### config.mk
export PLATFORM = sky130hd
export DESIGN_NAME = timestamp_difference_hms_unit
export DESIGN_NICKNAME = d
export VERILOG_FILES = /design/src/rtl/core/tdh_pkg.sv /design/src/rtl/core/tdh_stamp.sv /design/src/rtl/core/tdh_diff.sv /design/src/rtl/core/timestamp_difference_hms_unit.sv
export SDC_FILE = /design/constraint.sdc
export NUM_CORES = 2
export LEC_CHECK = 0
export BUFFER_PORTS_ARGS = -buffer_cell sky130_fd_sc_hd__clkbuf_2
export CAP_MARGIN = 20
export CORE_ASPECT_RATIO = 1.5
export CORE_UTILIZATION = 65
export CTS_CLUSTER_DIAMETER = 40
export CTS_CLUSTER_SIZE = 8
export DETAILED_ROUTE_END_ITERATION = 8
export PLACE_DENSITY_LB_ADDON = 0.1
export SLEW_MARGIN = 10
export SYNTH_ARGS = -nofsm -noshare
export SYNTH_HDL_FRONTEND = slang
export SYNTH_SLANG_ARGS = --single-unit
### constraint.sdc
create_clock -name clk -period 17.3 [get_ports clk]
set_input_delay 0.865 -clock clk [delete_from_list [all_inputs] [get_ports clk]]
set_output_delay 0.865 -clock clk [all_outputs]
set_load 0.01 [all_outputs]
### src/rtl/core/tdh_pkg.sv
package tdh_pkg;

	// Largest year accepted in a stamp
	localparam int unsigned MAX_YEAR = 9999;

	// Field widths
	localparam int unsigned YEAR_W  = 14;
	localparam int unsigned MONTH_W = 4;
	localparam int unsigned DAY_W   = 5;
	localparam int unsigned HOUR_W  = 5;
	localparam int unsigned MIN_W   = 6;
	localparam int unsigned SEC_W   = 6;
	localparam int unsigned HOURS_W = 27;

	// Internal widths
	localparam int unsigned DAYS_W  = 23;  // day count up to the largest 14-bit year
	localparam int unsigned TOD_W   = 17;  // seconds of day
	localparam int unsigned MOFF_W  = 9;   // days before month incl. leap day
	localparam int unsigned QY_W    = 8;   // (year-1)/100
	localparam int unsigned REM_W   = 12;  // seconds within an hour

	// Calendar constants
	localparam int unsigned SECS_PER_DAY  = 86400;
	localparam int unsigned SECS_PER_HOUR = 3600;
	localparam int unsigned SECS_PER_MIN  = 60;
	localparam int unsigned DAYS_PER_YEAR = 365;

	// Reciprocals for constant division (exact over the value ranges used)
	localparam int unsigned RECIP_100   = 5243;   // x/100  = (x*RECIP) >> 19, x < 43690
	localparam int unsigned SHIFT_100   = 19;
	localparam int unsigned RECIP_3600  = 37283;  // x/3600 = (x*RECIP) >> 27, x < 125203
	localparam int unsigned SHIFT_3600  = 27;
	localparam int unsigned RECIP_60    = 4370;   // x/60   = (x*RECIP) >> 18, x < 4681
	localparam int unsigned SHIFT_60    = 18;

	// Month codes
	localparam logic [MONTH_W-1:0] MON_JAN = 4'd1;
	localparam logic [MONTH_W-1:0] MON_FEB = 4'd2;
	localparam logic [MONTH_W-1:0] MON_DEC = 4'd12;

	typedef struct packed {
		logic [YEAR_W-1:0]  first_year;
		logic [MONTH_W-1:0] first_month;
		logic [DAY_W-1:0]   first_day;
		logic [HOUR_W-1:0]  first_hour;
		logic [MIN_W-1:0]   first_minute;
		logic [SEC_W-1:0]   first_second;
		logic [YEAR_W-1:0]  second_year;
		logic [MONTH_W-1:0] second_month;
		logic [DAY_W-1:0]   second_day;
		logic [HOUR_W-1:0]  second_hour;
		logic [MIN_W-1:0]   second_minute;
		logic [SEC_W-1:0]   second_sec;
	} stamp_word_t;

	typedef struct packed {
		logic [HOURS_W-1:0] diff_hours;
		logic [MIN_W-1:0]   diff_minutes;
		logic [SEC_W-1:0]   diff_seconds;
		logic               invalid;
	} result_word_t;

	// Per-stage load enables
	typedef struct packed {
		logic s1;
		logic s2;
		logic s3;
		logic s4;
		logic s5;
		logic s6;
		logic s7;
		logic s8;
	} stage_en_t;

	// Days in whole months before the given month, common year
	function automatic logic [MOFF_W-1:0] days_before(input logic [MONTH_W-1:0] mo);
		logic [MOFF_W-1:0] r;
		case (mo)
			4'd1:    r = 9'd0;
			4'd2:    r = 9'd31;
			4'd3:    r = 9'd59;
			4'd4:    r = 9'd90;
			4'd5:    r = 9'd120;
			4'd6:    r = 9'd151;
			4'd7:    r = 9'd181;
			4'd8:    r = 9'd212;
			4'd9:    r = 9'd243;
			4'd10:   r = 9'd273;
			4'd11:   r = 9'd304;
			4'd12:   r = 9'd334;
			default: r = 9'd0;
		endcase
		return r;
	endfunction

	// Length of the given month
	function automatic logic [DAY_W-1:0] month_len(input logic [MONTH_W-1:0] mo,
		input logic leap);
		logic [DAY_W-1:0] r;
		case (mo)
			4'd1, 4'd3, 4'd5, 4'd7, 4'd8, 4'd10, 4'd12: r = 5'd31;
			4'd4, 4'd6, 4'd9, 4'd11:                   r = 5'd30;
			4'd2:    r = leap ? 5'd29 : 5'd28;
			default: r = 5'd0;
		endcase
		return r;
	endfunction

endpackage

### src/rtl/core/tdh_stamp.sv
// One stamp to (valid, day count, seconds of day) over stages 1 to 3
module tdh_stamp #(
	parameter int unsigned MAX_YEAR = tdh_pkg::MAX_YEAR
) (
	input  logic                          clk,
	input  tdh_pkg::stage_en_t            en,
	input  logic [tdh_pkg::YEAR_W-1:0]    year,
	input  logic [tdh_pkg::MONTH_W-1:0]   month,
	input  logic [tdh_pkg::DAY_W-1:0]     day,
	input  logic [tdh_pkg::HOUR_W-1:0]    hour,
	input  logic [tdh_pkg::MIN_W-1:0]     minute,
	input  logic [tdh_pkg::SEC_W-1:0]     second,
	output logic                          ok_s3,
	output logic [tdh_pkg::DAYS_W-1:0]    days_s3,
	output logic [tdh_pkg::TOD_W-1:0]     tod_s3
);

	localparam int unsigned PROD_W = tdh_pkg::YEAR_W + 13;

	// stage 1 registers
	logic [tdh_pkg::YEAR_W-1:0]  py_s1;
	logic [PROD_W-1:0]           prod_s1;
	logic                        year_ok_s1;
	logic                        hms_ok_s1;
	logic [tdh_pkg::MONTH_W-1:0] mo_s1;
	logic [tdh_pkg::DAY_W-1:0]   day_s1;
	logic [tdh_pkg::TOD_W-1:0]   tod_s1;

	// stage 2 registers
	logic                        ok_s2;
	logic [tdh_pkg::DAYS_W-1:0]  dyear_s2;
	logic [tdh_pkg::MOFF_W-1:0]  moff_s2;
	logic [tdh_pkg::DAY_W-1:0]   day_s2;
	logic [tdh_pkg::TOD_W-1:0]   tod_s2;

	// stage 2 logic
	logic [tdh_pkg::QY_W-1:0]    qy;
	logic [6:0]                  ry;
	logic                        leap;
	logic [tdh_pkg::DAY_W-1:0]   lim;
	logic [tdh_pkg::YEAR_W-1:0]  qy100;

	// Stage 1: range checks, previous year, reciprocal product, time of day
	always_ff @(posedge clk) begin
		if (en.s1) begin
			py_s1      <= year - tdh_pkg::YEAR_W'(1);
			prod_s1    <= PROD_W'(year - tdh_pkg::YEAR_W'(1)) * PROD_W'(tdh_pkg::RECIP_100);
			year_ok_s1 <= (year != '0) &&
			              (17'(year) <= 17'(MAX_YEAR));
			hms_ok_s1  <= (month >= tdh_pkg::MON_JAN) && (month <= tdh_pkg::MON_DEC) &&
			              (hour <= 5'd23) && (minute <= 6'd59) && (second <= 6'd59);
			mo_s1      <= month;
			day_s1     <= day;
			tod_s1     <= tdh_pkg::TOD_W'(hour) * tdh_pkg::TOD_W'(tdh_pkg::SECS_PER_HOUR) +
			              tdh_pkg::TOD_W'(minute) * tdh_pkg::TOD_W'(tdh_pkg::SECS_PER_MIN) +
			              tdh_pkg::TOD_W'(second);
		end
	end

	// Leap test from py = year-1: year%4==0 <=> py%4==3, year%100==0 <=> py%100==99
	always_comb begin
		qy    = prod_s1[tdh_pkg::SHIFT_100 +: tdh_pkg::QY_W];
		qy100 = tdh_pkg::YEAR_W'(qy) * tdh_pkg::YEAR_W'(100);
		ry    = 7'(py_s1 - qy100);
		leap  = (py_s1[1:0] == 2'b11) && ((ry != 7'd99) || (qy[1:0] == 2'b11));
		lim   = tdh_pkg::month_len(mo_s1, leap);
	end

	// Stage 2: day check, days in whole years, month offset
	always_ff @(posedge clk) begin
		if (en.s2) begin
			ok_s2    <= year_ok_s1 && hms_ok_s1 && (day_s1 != '0) && (day_s1 <= lim);
			dyear_s2 <= tdh_pkg::DAYS_W'(py_s1) * tdh_pkg::DAYS_W'(tdh_pkg::DAYS_PER_YEAR) +
			            tdh_pkg::DAYS_W'(py_s1 >> 2) - tdh_pkg::DAYS_W'(qy) +
			            tdh_pkg::DAYS_W'(qy >> 2);
			moff_s2  <= tdh_pkg::days_before(mo_s1) +
			            tdh_pkg::MOFF_W'(leap && (mo_s1 > tdh_pkg::MON_FEB));
			day_s2   <= day_s1;
			tod_s2   <= tod_s1;
		end
	end

	// Stage 3: full day count
	always_ff @(posedge clk) begin
		if (en.s3) begin
			ok_s3   <= ok_s2;
			days_s3 <= dyear_s2 + tdh_pkg::DAYS_W'(moff_s2) + tdh_pkg::DAYS_W'(day_s2) -
			           tdh_pkg::DAYS_W'(1);
			tod_s3  <= tod_s2;
		end
	end

endmodule

### src/rtl/core/tdh_diff.sv
// Absolute difference of two (days, seconds of day) pairs, split to h/m/s, stages 4 to 8
module tdh_diff (
	input  logic                          clk,
	input  tdh_pkg::stage_en_t            en,
	input  logic                          a_ok,
	input  logic [tdh_pkg::DAYS_W-1:0]    a_days,
	input  logic [tdh_pkg::TOD_W-1:0]     a_tod,
	input  logic                          b_ok,
	input  logic [tdh_pkg::DAYS_W-1:0]    b_days,
	input  logic [tdh_pkg::TOD_W-1:0]     b_tod,
	output tdh_pkg::result_word_t         result_s8
);

	localparam int unsigned HPROD_W = 32;
	localparam int unsigned MPROD_W = 24;
	localparam int unsigned HQ_W    = 5;
	localparam int unsigned DH_W    = tdh_pkg::HOURS_W + 1;

	// stage 4
	logic                              ok_s4;
	logic [tdh_pkg::DAYS_W-1:0]        dd_s4;
	logic signed [tdh_pkg::TOD_W:0]    td_s4;
	// stage 5
	logic                              ok_s5;
	logic [tdh_pkg::DAYS_W-1:0]        dd_s5;
	logic [tdh_pkg::TOD_W-1:0]         td_s5;
	// stage 6
	logic                              ok_s6;
	logic [DH_W-1:0]                   dh_s6;
	logic [tdh_pkg::TOD_W-1:0]         td_s6;
	logic [HPROD_W-1:0]                hprod_s6;
	// stage 7
	logic                              ok_s7;
	logic [tdh_pkg::HOURS_W-1:0]       hours_s7;
	logic [tdh_pkg::REM_W-1:0]         rem_s7;
	logic [MPROD_W-1:0]                mprod_s7;

	logic                              a_ge;
	logic [tdh_pkg::DAYS_W-1:0]        big_days, sml_days;
	logic [tdh_pkg::TOD_W-1:0]         big_tod, sml_tod;
	logic [HQ_W-1:0]                   hq;
	logic [tdh_pkg::TOD_W-1:0]         hq_secs;
	logic [tdh_pkg::MIN_W-1:0]         mq;
	logic [tdh_pkg::REM_W-1:0]         mq_secs;

	// Order the stamps; seconds of day stay below a day, so compare days first
	always_comb begin
		a_ge     = (a_days > b_days) || ((a_days == b_days) && (a_tod >= b_tod));
		big_days = a_ge ? a_days : b_days;
		sml_days = a_ge ? b_days : a_days;
		big_tod  = a_ge ? a_tod : b_tod;
		sml_tod  = a_ge ? b_tod : a_tod;
	end

	// Stage 4: day and second differences, second part may be negative
	always_ff @(posedge clk) begin
		if (en.s4) begin
			ok_s4 <= a_ok && b_ok;
			dd_s4 <= big_days - sml_days;
			td_s4 <= $signed({1'b0, big_tod}) - $signed({1'b0, sml_tod});
		end
	end

	// Stage 5: borrow a day when the second part is negative
	always_ff @(posedge clk) begin
		if (en.s5) begin
			ok_s5 <= ok_s4;
			if (td_s4[tdh_pkg::TOD_W]) begin
				dd_s5 <= dd_s4 - tdh_pkg::DAYS_W'(1);
				td_s5 <= tdh_pkg::TOD_W'(td_s4[tdh_pkg::TOD_W-1:0] +
				         tdh_pkg::TOD_W'(tdh_pkg::SECS_PER_DAY));
			end else begin
				dd_s5 <= dd_s4;
				td_s5 <= td_s4[tdh_pkg::TOD_W-1:0];
			end
		end
	end

	// Stage 6: hours from whole days, reciprocal product for seconds / 3600
	always_ff @(posedge clk) begin
		if (en.s6) begin
			ok_s6    <= ok_s5;
			dh_s6    <= (DH_W'(dd_s5) << 4) + (DH_W'(dd_s5) << 3);
			td_s6    <= td_s5;
			hprod_s6 <= HPROD_W'(td_s5) * HPROD_W'(tdh_pkg::RECIP_3600);
		end
	end

	assign hq      = hprod_s6[tdh_pkg::SHIFT_3600 +: HQ_W];
	assign hq_secs = tdh_pkg::TOD_W'(hq) * tdh_pkg::TOD_W'(tdh_pkg::SECS_PER_HOUR);

	// Stage 7: total hours (kept to the field width), remainder, product for / 60
	always_ff @(posedge clk) begin
		if (en.s7) begin
			ok_s7    <= ok_s6;
			hours_s7 <= tdh_pkg::HOURS_W'(dh_s6 + DH_W'(hq));
			rem_s7   <= tdh_pkg::REM_W'(td_s6 - hq_secs);
			mprod_s7 <= MPROD_W'(tdh_pkg::REM_W'(td_s6 - hq_secs)) *
			            MPROD_W'(tdh_pkg::RECIP_60);
		end
	end

	assign mq      = mprod_s7[tdh_pkg::SHIFT_60 +: tdh_pkg::MIN_W];
	assign mq_secs = tdh_pkg::REM_W'(mq) * tdh_pkg::REM_W'(tdh_pkg::SECS_PER_MIN);

	// Stage 8: output word; zero fields and invalid set when either stamp failed its checks
	always_ff @(posedge clk) begin
		if (en.s8) begin
			if (ok_s7) begin
				result_s8.diff_hours   <= hours_s7;
				result_s8.diff_minutes <= mq;
				result_s8.diff_seconds <= tdh_pkg::SEC_W'(rem_s7 - mq_secs);
				result_s8.invalid      <= 1'b0;
			end else begin
				result_s8.diff_hours   <= '0;
				result_s8.diff_minutes <= '0;
				result_s8.diff_seconds <= '0;
				result_s8.invalid      <= 1'b1;
			end
		end
	end

endmodule

### src/rtl/core/timestamp_difference_hms_unit.sv
// Channel  | valid          | stall          | payload
// ---------+----------------+----------------+-----------------------------
// stamps   | stamp_valid    | stamp_stall    | stamp_word  (stamp_word_t)
// result   | result_valid   | result_stall   | result_word (result_word_t)
//
// Eight register stages; a word enters every cycle while stamp_stall is low,
// and its result leaves the last stage on result_word.
// arst_n clears the stage valid bits only; data registers are not reset.
// A stage loads whenever it is empty or the stage after it moves, so
// bubbles collapse under result_stall and new words are taken while they last.
module timestamp_difference_hms_unit #(
	parameter int unsigned MAX_YEAR = tdh_pkg::MAX_YEAR
) (
	input  logic                  clk,
	input  logic                  arst_n,
	input  logic                  stamp_valid,
	output logic                  stamp_stall,
	input  tdh_pkg::stamp_word_t  stamp_word,
	output logic                  result_valid,
	input  logic                  result_stall,
	output tdh_pkg::result_word_t result_word
);

	localparam int unsigned STAGES = 8;

	logic [STAGES:1]              v_q;
	logic [STAGES:1]              rdy;
	tdh_pkg::stage_en_t           en;

	logic                         a_ok_s3, b_ok_s3;
	logic [tdh_pkg::DAYS_W-1:0]   a_days_s3, b_days_s3;
	logic [tdh_pkg::TOD_W-1:0]    a_tod_s3, b_tod_s3;

	// Ready chain from the output back to the input
	always_comb begin
		rdy[STAGES] = !v_q[STAGES] || !result_stall;
		for (int k = STAGES - 1; k >= 1; k--) begin
			rdy[k] = !v_q[k] || rdy[k+1];
		end
		en.s1 = rdy[1];
		en.s2 = rdy[2];
		en.s3 = rdy[3];
		en.s4 = rdy[4];
		en.s5 = rdy[5];
		en.s6 = rdy[6];
		en.s7 = rdy[7];
		en.s8 = rdy[8];
	end

	// Valid bits travel with the data
	always_ff @(posedge clk or negedge arst_n) begin
		if (!arst_n) begin
			v_q <= '0;
		end else begin
			if (rdy[1]) begin
				v_q[1] <= stamp_valid;
			end
			for (int k = 2; k <= STAGES; k++) begin
				if (rdy[k]) begin
					v_q[k] <= v_q[k-1];
				end
			end
		end
	end

	assign stamp_stall  = !rdy[1];
	assign result_valid = v_q[STAGES];

	tdh_stamp #(
		.MAX_YEAR (MAX_YEAR)
	) u_stamp_a (
		.clk     (clk),
		.en      (en),
		.year    (stamp_word.first_year),
		.month   (stamp_word.first_month),
		.day     (stamp_word.first_day),
		.hour    (stamp_word.first_hour),
		.minute  (stamp_word.first_minute),
		.second  (stamp_word.first_second),
		.ok_s3   (a_ok_s3),
		.days_s3 (a_days_s3),
		.tod_s3  (a_tod_s3)
	);

	tdh_stamp #(
		.MAX_YEAR (MAX_YEAR)
	) u_stamp_b (
		.clk     (clk),
		.en      (en),
		.year    (stamp_word.second_year),
		.month   (stamp_word.second_month),
		.day     (stamp_word.second_day),
		.hour    (stamp_word.second_hour),
		.minute  (stamp_word.second_minute),
		.second  (stamp_word.second_sec),
		.ok_s3   (b_ok_s3),
		.days_s3 (b_days_s3),
		.tod_s3  (b_tod_s3)
	);

	tdh_diff u_diff (
		.clk       (clk),
		.en        (en),
		.a_ok      (a_ok_s3),
		.a_days    (a_days_s3),
		.a_tod     (a_tod_s3),
		.b_ok      (b_ok_s3),
		.b_days    (b_days_s3),
		.b_tod     (b_tod_s3),
		.result_s8 (result_word)
	);

endmodule
==> metrics list <==
* Global-route wire length before repair: roughly 160,000 µm
* Startpoint kind of the worst setup timing path: input pin
* Required time at the worst-slack endpoint: approximately 18 ns
- The floorplan step set the die height to around 340 µm.
- Total overflow reported by the global router: 0
- Worst reg2reg path depth: 21
- Post-CTS Setup Repair Bufs: 0
- Setup total negative slack on the finished layout was measured at 0 ns.
- The worst hold path belongs to the class in -> async.
- The initial antenna violation count was 1.
* Launching instance or port of the critical path: stamp_word[66]
- The synthesized design contains roughly 500 enable-type register cells.
* Final Hold Viols: 0
- The worst setup path is captured at a register.
* Wirelength per Cell: 16.4 µm
- Worst R2R Setup Slack: ~11 ns
- Placer's final routability congestion estimate: 0.901
- In this run the tightest slew margin relative to its limit is ~32%.
* Clock slew seen by the registers of the worst setup and hold paths: 0.05 ns
- Layout cell share with drive strength beyond 1: under 10%
* Maximum root-to-sink buffer count: 3
* Synthesized net count: just under 6k
* Post-synth ARST share: 1.53%
- Source of the worst register-to-register timing path: u_diff.td_s5[8]$_DFFE_PP_
* Number of max-cap violations: 0
- Setup violations remaining at the end of the flow were counted as 0.
* Time the final worst path needs with I/O delays and setup: between 8 and 9 ns
- Based on the critical path, the design can be clocked at up to approximately 0.12 GHz.
* Combinational family with the most area after synthesis: adder cells
- Largest net degree at the start of global routing: between 80 and 90
* Worst setup path endpoint: u_stamp_a.prod_s1[26]$_DFFE_PN_
- Ys Warns: 0
- At the pin with the least slew margin, the transition time is 1.02 ns.
- Area delta synth->final: 9.16%
- The number of gates resized after CTS was 0.
- Horiz. Die Dim: 227 µm
* Most common cell after layout, fill and taps aside: sky130_fd_sc_hd__inv_1
* Count of unresolved DRC violations after routing: 0
* Area share of and/or/nand/nor cells after synthesis: 7.87%
* Hold bufs inserted after CTS: 0
- The clock reaches the later pin of the worst-skew pair after roughly 0.62 ns.
- In the routed layout, each cell is associated on average with a via count of between 5 and 6.
- At the worst endpoint, the arrival time is ~8.4 ns.
- Worst clock skew: 0.0214 ns
- Initial core utilization: between 60% and 70%
- Summing every instance area after synthesis gives ~49,000 µm².
- Xor-xnor portion of the synthesized cell area: about 6.1%
- The cell sitting at the root of the clock tree is a sky130_fd_sc_hd__clkbuf_16.
* Crit path kind: in -> reg
- The detail route stage leaves a number of antenna-violating nets equal to 0.
- Total via count after detailed routing: 31.4k
- Deepest level of the CTS H-tree: 3
- The global routing stage identified its most utilized layer as met2.
* Synthesized flop and latch total: ~520
- After the first detailed-routing iteration, the DRC count stood at 1,089.
* Number of buffers created by CTS: 84
- The floorplan step defined a die boundary enclosing around 77,000 µm².
* Share of the synthesized area in compound gates (AO/OA/AOI/OAI): 7.35%
- The most used flip-flop cell after synthesis is sky130_fd_sc_hd__edfxtp_1.
- 126 I/O pins were placed.
- The cell count after synthesis came out at around 4.5k.
- Total count of max-transition violations in the final report: 0
- Unrepaired setup endpoints after global routing: false
* CTS tree: done
- Avg Cell Area, Syn: ~11 µm²
* Routing usage on met2: 51.5%
- Of all nets on the critical path, the largest fanout is 12.
- Leaving out fill and tap cells, the most frequent cells in the layout are sky130_fd_sc_hd__inv_1 (939), sky130_fd_sc_hd__ha_1 (902), sky130_fd_sc_hd__edfxtp_1 (497).
- Summing the areas of all fa, ha and maj instances in the mapped netlist gives between 30 and 40% of the synthesized area.
- Global routing used between 20% and 30% of the available tracks.
- Of the post-synthesis cell area, the part taken by muxes is less than 1%.
* Met1 routing resource usage after global routing: between 20% and 30%
* Detailed placement HPWL: 77,900 µm
- Wires add up to between 90,000 and 100,000 µm.
* Antenna diode count: 0
- For this run, the post-layout net count is slightly above 6k.
- In this run the standard cell core region covers 75,100 µm².
* Share of synthesized area occupied by flip-flops and latches: between 30% and 40%
- Number of I/O port buffers: approximately 130
- TritonCTS sink count: 523
- The flow ran to the end, and the final reports show no timing, DRC or antenna violations.
- Endpoint of the worst register-to-register path: u_diff.hprod_s6[31]$_DFFE_PP_
- Vias in the first global route: between 30k and 40k
- The pre-antenna-repair detailed-routing pass consisted of 7 iterations.
- After floorplanning, the core was divided into approximately 120 placement rows.
- Counting distinct cell types in the post-synthesis netlist gives 86.
- Met3 usage in global routing: around 2.7%
- The worst path uses a little under half of the clock period.
[cell families after synthesis]
group | after synthesis
AOI/OAI and AO/OA | 560
other | 1
muxes | 37
buffers and inverters | 967
adders and majority gates | 1302
and+or+nand+nor | 774
DFF | 523
xor gates and xnor gates | 342
[critical path, stage by stage]
cell	delay (ns)
sky130_fd_sc_hd__clkbuf_2	0.11
sky130_fd_sc_hd__inv_1	0.18
sky130_fd_sc_hd__ha_1	0.21
sky130_fd_sc_hd__nor3b_1	0.42
sky130_fd_sc_hd__nand2_1	0.22
sky130_fd_sc_hd__or4_1	0.46
sky130_fd_sc_hd__or4_1	0.67
sky130_fd_sc_hd__inv_1	0.50
sky130_fd_sc_hd__ha_1	0.26
sky130_fd_sc_hd__inv_1	0.07
sky130_fd_sc_hd__fa_1	0.47
sky130_fd_sc_hd__xnor2_1	0.23
sky130_fd_sc_hd__fa_1	0.46
sky130_fd_sc_hd__fa_1	0.49
sky130_fd_sc_hd__inv_1	0.05
sky130_fd_sc_hd__fa_1	0.53
sky130_fd_sc_hd__inv_1	0.04
sky130_fd_sc_hd__ha_1	0.30
sky130_fd_sc_hd__a2111oi_0	0.56
sky130_fd_sc_hd__a31o_2	0.31
sky130_fd_sc_hd__o21ai_0	0.25
sky130_fd_sc_hd__o41a_1	0.41
sky130_fd_sc_hd__a21oi_1	0.19
sky130_fd_sc_hd__xnor2_1	0.09
[synthesized netlist by cell type (8+ instances only)]
| library cell | instances | area share [%] |
|---|---|---|
| sky130_fd_sc_hd__or4_1 | 16 | 0.24 |
| sky130_fd_sc_hd__o21a_1 | 24 | 0.37 |
| sky130_fd_sc_hd__dfxtp_1 | 18 | 0.73 |
| sky130_fd_sc_hd__o21bai_1 | 26 | 0.40 |
| sky130_fd_sc_hd__fa_1 | 400 | 16 |
| sky130_fd_sc_hd__a21o_1 | 56 | 0.85 |
| sky130_fd_sc_hd__nand2_1 | 178 | 1.4 |
| sky130_fd_sc_hd__or3_1 | 19 | 0.24 |
| sky130_fd_sc_hd__o211ai_1 | 18 | 0.27 |
| sky130_fd_sc_hd__nand4_1 | 22 | 0.28 |
| sky130_fd_sc_hd__edfxtp_1 | 497 | 30 |
| sky130_fd_sc_hd__a21boi_0 | 17 | 0.26 |
| sky130_fd_sc_hd__nor3_1 | 61 | 0.62 |
| sky130_fd_sc_hd__a21oi_1 | 157 | 1.6 |
| sky130_fd_sc_hd__xnor2_1 | 258 | 4.6 |
| sky130_fd_sc_hd__inv_1 | 939 | 7.1 |
| sky130_fd_sc_hd__nand3_1 | 59 | 0.60 |
| sky130_fd_sc_hd__and4_1 | 8 | 0.14 |
| sky130_fd_sc_hd__and3_1 | 35 | 0.44 |
| sky130_fd_sc_hd__clkbuf_1 | 17 | 0.13 |
| sky130_fd_sc_hd__a31o_2 | 8 | 0.14 |
| sky130_fd_sc_hd__and2_1 | 50 | 0.63 |
| sky130_fd_sc_hd__o21ai_0 | 123 | 1.2 |
| sky130_fd_sc_hd__nor4_1 | 16 | 0.20 |
| sky130_fd_sc_hd__mux2i_1 | 29 | 0.59 |
| sky130_fd_sc_hd__nor2b_1 | 32 | 0.41 |
| sky130_fd_sc_hd__or2_2 | 9 | 0.11 |
| sky130_fd_sc_hd__nand2b_1 | 59 | 0.75 |
| sky130_fd_sc_hd__o22ai_1 | 11 | 0.14 |
| sky130_fd_sc_hd__nor2_1 | 188 | 1.4 |
| sky130_fd_sc_hd__dfrtp_1 | 8 | 0.41 |
| sky130_fd_sc_hd__a211oi_1 | 20 | 0.30 |
| sky130_fd_sc_hd__xor2_1 | 84 | 1.5 |
| sky130_fd_sc_hd__a31oi_1 | 19 | 0.24 |
| sky130_fd_sc_hd__o31ai_1 | 12 | 0.18 |
| sky130_fd_sc_hd__ha_1 | 902 | 23 |
[area by class of cell]
class,count,area (µm²)
inverters,940,3530
fillers,5488,21300
repair buffers,139,731
well taps,1000,1250
clock buffers,125,2360
multi-input cells,3016,30200
flip-flops and latches,523,15500
clock inverters,18,264
[layer usage]
layer | vias up | share of wire, %
met5 | - | 0.014
met2 | 462 | 56
li1 | 15500 | -
met1 | 15200 | 37
met4 | 2 | 4.3
met3 | 221 | 2.4
[metrics by stage]
stage,hold WS [ns],setup WS [ns],instance area (µm²),std cells,utilization [%]
final,0.113,9.29,53800,5761,71.7
after floorplan,0.400,8.91,49300,4506,-
after global routing,0.112,8.89,53800,5761,71.7
after CTS,0.0870,9.34,53800,5759,71.7
after detailed placement,0.405,8.66,51200,5616,68.2
after global placement,0.400,8.86,51200,5616,68.2
[flip-flops by register name (all words and copies together), names as in the netlist, 11 cells and up, named ones only]
name / cells
u_diff.dd_s4: 23
u_diff.dd_s5: 23
u_diff.dh_s6: 24
u_diff.hours_s7: 27
u_diff.result_s8: 40
u_diff.td_s4: 18
u_diff.td_s5: 17
u_diff.td_s6: 11
u_stamp_a.days_s3: 23
u_stamp_a.dyear_s2: 23
u_stamp_a.py_s1: 13
u_stamp_a.tod_s1: 17
u_stamp_a.tod_s2: 17
u_stamp_a.tod_s3: 17
u_stamp_b.days_s3: 23
u_stamp_b.dyear_s2: 23
u_stamp_b.py_s1: 13
u_stamp_b.tod_s1: 17
u_stamp_b.tod_s2: 17
u_stamp_b.tod_s3: 17
[how the worst min path moves through the flow]
stage	slack, ns	end	from	cells past startpoint
floorplan	0.40	u_diff.ok_s5$_DFFE_PP_	u_diff.ok_s4$_DFFE_PP_	0
finish	0.11	v_q[7]$_DFFE_PN0P_	arst_n	1
CTS	0.09	v_q[7]$_DFFE_PN0P_	arst_n	1
global placement	0.40	u_stamp_b.tod_s2[8]$_DFFE_PP_	u_stamp_b.tod_s1[8]$_DFFE_PN_	0
detailed placement	0.40	u_stamp_a.tod_s3[4]$_DFFE_PP_	u_stamp_a.tod_s2[4]$_DFFE_PP_	0
global route	0.11	v_q[7]$_DFFE_PN0P_	arst_n	1
Power is not shown: default switching activity piles up to over one toggle a cycle in this logic, so the estimate is an artifact.
